--- src/rtl/core/rskr_pkg.sv ---
package rskr_pkg;

  // default number of records held
  localparam int unsigned DefaultDepth = 16;

  // opcodes of an input transaction
  localparam logic [1:0] OpPush   = 2'd0;
  localparam logic [1:0] OpPop    = 2'd1;
  localparam logic [1:0] OpRemove = 2'd2;

  // result status codes
  localparam logic [1:0] StatusOk       = 2'd0;
  localparam logic [1:0] StatusFull     = 2'd1;
  localparam logic [1:0] StatusEmpty    = 2'd2;
  localparam logic [1:0] StatusNotFound = 2'd3;

  // per-cycle action of every cell in the chain
  localparam logic [1:0] CellHold   = 2'd0;
  localparam logic [1:0] CellPush   = 2'd1;
  localparam logic [1:0] CellPop    = 2'd2;
  localparam logic [1:0] CellRemove = 2'd3;

  // width of the entry count field on the result
  localparam int unsigned CountFieldW = 5;

  typedef struct packed {
    logic signed [31:0] key;
    logic [63:0]        name_low;
    logic [63:0]        name_mid;
    logic [31:0]        name_high;
    logic [31:0]        price_bits;
  } record_t;

  typedef struct packed {
    logic [1:0]         opcode;
    logic signed [31:0] key;
    logic [63:0]        name_low;
    logic [63:0]        name_mid;
    logic [31:0]        name_high;
    logic [31:0]        price_bits;
  } in_item_t;

  typedef struct packed {
    logic [1:0]             status;
    logic signed [31:0]     out_key;
    logic [63:0]            out_name_low;
    logic [63:0]            out_name_mid;
    logic [31:0]            out_name_high;
    logic [31:0]            out_price_bits;
    logic [CountFieldW-1:0] entry_count;
    logic                   is_empty;
  } out_item_t;

  // control broadcast from the sequencer to all cells
  typedef struct packed {
    logic [1:0] mode;
    logic       compare;
  } cell_ctrl_t;

endpackage

--- src/rtl/core/rskr_cell.sv ---
module rskr_cell (
  input  logic                  clk_i,
  input  logic                  rst_ni,
  input  rskr_pkg::cell_ctrl_t  ctrl_i,
  input  logic                  occupied_i,
  input  logic signed [31:0]    search_key_i,
  input  rskr_pkg::record_t     rec_above_i,
  input  rskr_pkg::record_t     rec_below_i,
  input  logic                  hit_i,
  output logic                  hit_o,
  output rskr_pkg::record_t     rec_o
);

  rskr_pkg::record_t rec_q;
  logic              match_q;

  // a match here or in any cell nearer the top
  assign hit_o = hit_i | match_q;
  assign rec_o = rec_q;

  // record storage, shifts one step toward or away from the top
  always_ff @(posedge clk_i) begin
    case (ctrl_i.mode)
      rskr_pkg::CellPush: rec_q <= rec_above_i;
      rskr_pkg::CellPop:  rec_q <= rec_below_i;
      rskr_pkg::CellRemove: begin
        if (hit_o) begin
          rec_q <= rec_below_i;
        end
      end
      default: rec_q <= rec_q;
    endcase
  end

  // registered key compare for removal
  always_ff @(posedge clk_i or negedge rst_ni) begin
    if (!rst_ni) begin
      match_q <= 1'b0;
    end else if (ctrl_i.compare) begin
      match_q <= occupied_i && (rec_q.key == search_key_i);
    end
  end

endmodule

--- config.mk ---
export PLATFORM = sky130hd
export DESIGN_NAME = rskr_cell
export DESIGN_NICKNAME = d
export VERILOG_FILES = /design/src/rtl/core/rskr_pkg.sv /design/src/rtl/core/rskr_cell.sv
export SDC_FILE = /design/constraint.sdc
export NUM_CORES = 1
export LEC_CHECK = 0
export BUFFER_PORTS_ARGS = -buffer_cell sky130_fd_sc_hd__buf_2
export CAP_MARGIN = 10
export CELL_PAD_IN_SITES_DETAIL_PLACEMENT = 0
export CELL_PAD_IN_SITES_GLOBAL_PLACEMENT = 1
export CORE_AREA = 3 3 280 282
export DETAILED_ROUTE_END_ITERATION = 8
export DIE_AREA = 0 0 283 285
export PLACE_DENSITY_LB_ADDON = 0.12
export SLEW_MARGIN = 20
export SYNTH_ARGS = -nofsm -noshare
export SYNTH_HDL_FRONTEND = slang
export SYNTH_SLANG_ARGS = --single-unit
--- constraint.sdc ---
create_clock -name clk_i -period 12.1 [get_ports clk_i]
set_input_delay 3.63 -clock clk_i [delete_from_list [all_inputs] [get_ports clk_i]]
set_output_delay 3.63 -clock clk_i [all_outputs]
set_load 0.01 [all_outputs]
==> results_dict.tcl <==
set metrics [dict create \
    status "finished clean" \
    timing.setup.tns_ps 0 \
    first_iter_violations 220 \
    cp_max_fo 2 \
    worstHoldPathType "reg -> reg" \
    synthSimpleGateAreaFrac 0.008508 \
    cts_setup_buffers 0 \
    io_pins 712 \
    layout_common_cells "buf_2 (711), mux2_2 (224), edfxtp_1 (224)" \
    synthMuxAreaShare 0.2570 \
    synthAdderAreaFrac 0.002540 \
    p_total_w 0.002446 \
    critPathArrivalTime_ps 4160 \
    cts_tree "yes" \
    crit_path_end_kind "output port" \
    clkTransAtPathRegs_ps 50 \
    area_delta_synth_final_pct 58.93 \
    antenna_found_initial 23 \
    syn-num-nets 1014 \
    crit_chain "buf_2, nor2_1, inv_1, buf_2" \
    synth_area_leaders "edfxtp_1 (68%), mux2_2 (26%), xnor2_1 (1.4%)" \
    grt_pass1_wl_microns 62970 \
    setup_ws_ps 4306 \
    via_per_inst 3.280 \
    io_buffers 711 \
    gp_congestion 0.8250 \
    vias 7603 \
    wire_per_inst_microns 19.49 \
    use_met3 0.06387 \
    die_y_microns 285 \
    cts_resized 0 \
    ctsLongestPathBuffers 3 \
    drc 0 \
    layout.nets 1743 \
    synth-seq-area-share 0.6852 \
    synth.avg_cell_area_sq_um 18.77 \
    htreeDepth 2 \
    clk_latency_ps 540 \
    leakage_nw 6.565 \
    start_kind "primary input" \
    skew_ps 21.95 \
    crit_type "in -> out" \
    grt_pass1_vias 8586 \
    layout-drive-gt1-share 0.7715 \
    drt-pass1-iter-count 4 \
    fmax_mhz 128.3 \
    place_ws_ps 4295 \
    crit_family "buffers and inverters" \
    core-area_sq_mm 0.07595 \
    grt_usage 0.1081 \
    worst_pin_slew_ps 968.2 \
    grt_max_degree 140 \
    ys_types 18 \
    rsz0062_at_grt "false" \
    synth-compound-area-share 0.001270 \
    synth_xor_area_frac 0.02844 \
    min_period_over_period 0.6442 \
    fp-row-count 101 \
    start_util 0.1297 \
    cp.required_ps 8470 \
    cts_buffers 34 \
    gr-usage-met1 0.09087 \
    yosys_warnings 0 \
    crit_buf_inv 3 \
    setup_violations 0 \
    synth_area_leader_cell "edfxtp_1" \
    cpMaxStageDelayCell "nor2_1" \
    hold_viol_final 0 \
    die_w_microns 283 \
    slew-limit-headroom 0.3545 \
    ys_ff_latch 225 \
    cts.root.buffer_cell "clkbuf_16" \
    cts.sinks 225 \
    netlist_instances 525 \
    syn_area_sq_mm 0.009853 \
    grt_overflow 0 \
    dpl.hpwl_microns 35700 \
    cap_viol_max_count 0 \
    max-vdd-ir-drop_v 0.00008097 \
    die_area_sq_mm 0.08066 \
    layout_commonest_cell "buf_2" \
    max_stage_delay_ps 200 \
    antenna_left 0 \
    power_density_mw_per_mm2 156.2 \
    totalWireLength_microns 45190 \
    path_common_cell "buf_2" \
    period_minus_slack_ps 7794 \
    synth_top_area_share 0.6827 \
    synth_top_family_by_area "multiplexers" \
    drv_slew 0 \
    busiest_layer "met2" \
    cts-hold-fix-buffers 0 \
    use_met2 0.2111 \
]
==> per-layer routing <==
metal | share of wire | routed length (microns)
met3 | 0.12 | 5594
met1 | 0.30 | 13360
met5 | 0.0033 | 149
met2 | 0.56 | 25140
met4 | 0.021 | 940
==> report_power, final <==
group	switching [W]	total [W]	internal (W)
sequential	0.0000382	0.00105	0.00101
combinational	0.000255	0.000472	0.000217
clock	0.000390	0.000921	0.000531
total	0.000683	0.00245	0.00176
==> synth_stat cells (all sizes together) <==
| master | number |
|---|---|
| xnor2 | 16 |
| dfrtp | 1 |
| nor2 | 2 |
| o31ai | 1 |
| mux2 | 224 |
| or4 | 1 |
| ha | 2 |
| edfxtp | 224 |
| buf | 24 |
| nor4 | 4 |
| mux2i | 1 |
| xor2 | 16 |
| nand3 | 2 |
| inv | 2 |
| nand2b | 1 |
| nand4 | 4 |
==> cell type report <==
class                   instances  area (sq um)
flip-flops and latches        225          6751
multi-input cells             274          2952
clock inverters                16         97.59
diodes                         10         25.02
well taps                    1030          1289
clock buffers                  44         909.6
repair buffers                717          3628
inverters                       2         7.507
fillers                      8346         60290
==> final timing paths <==
| kind | startpoint | endpoint | slack (ps) | depth (start not counted) |
|---|---|---|---|---|
| min in group asynchronous | rst_ni | match_q$_DFFE_PN0P_ | 2870 | 1 |
| max reg2reg | match_q$_DFFE_PN0P_ | rec_o[38]$_DFFE_PP_ | 9480 | 4 |
| max | hit_i | hit_o | 4310 | 4 |
| min reg2reg | match_q$_DFFE_PN0P_ | match_q$_DFFE_PN0P_ | 560 | 2 |
| min | match_q$_DFFE_PN0P_ | match_q$_DFFE_PN0P_ | 560 | 2 |
| max in group asynchronous | rst_ni | match_q$_DFFE_PN0P_ | 9140 | 1 |
==> through the flow <==
stage / utilization / hold WS, ps / std cells / area (sq um)
after detailed placement: 0.1926 / 568.5 / 2248 / 14630
final: 0.2062 / 563.3 / 2318 / 15660
after global routing: 0.2060 / 580.6 / 2312 / 15650
after floorplan: - / 466.2 / 525 / 9857
after CTS: 0.2059 / 584.0 / 2308 / 15640
after global placement: 0.1926 / 566.7 / 2248 / 14630
==> kinds of logic (layout without fill, tap and decap cells) <==
| family | count (synthesis) | count (layout) |
|---|---|---|
| other | 0 | 10 |
| buffers and inverters | 26 | 779 |
| AO/OA/AOI/OAI | 1 | 1 |
| adder cells (fa/ha/maj) | 2 | 2 |
| XOR/XNOR | 32 | 32 |
| multiplexers | 225 | 225 |
| AND/OR/NAND/NOR | 14 | 14 |
| flip-flops | 225 | 225 |
==> sequential cells by signal (all words and copies together), names as in the netlist <==
name,flops
match_q,1
rec_o,224
==> worst min-delay path, cell delays in order (launching register included) <==
cell,delay (ps)
dfrtp_1,390
nand2b_1,80
o31ai_2,60
No activity file was read; power rests on OpenSTA's default activity.
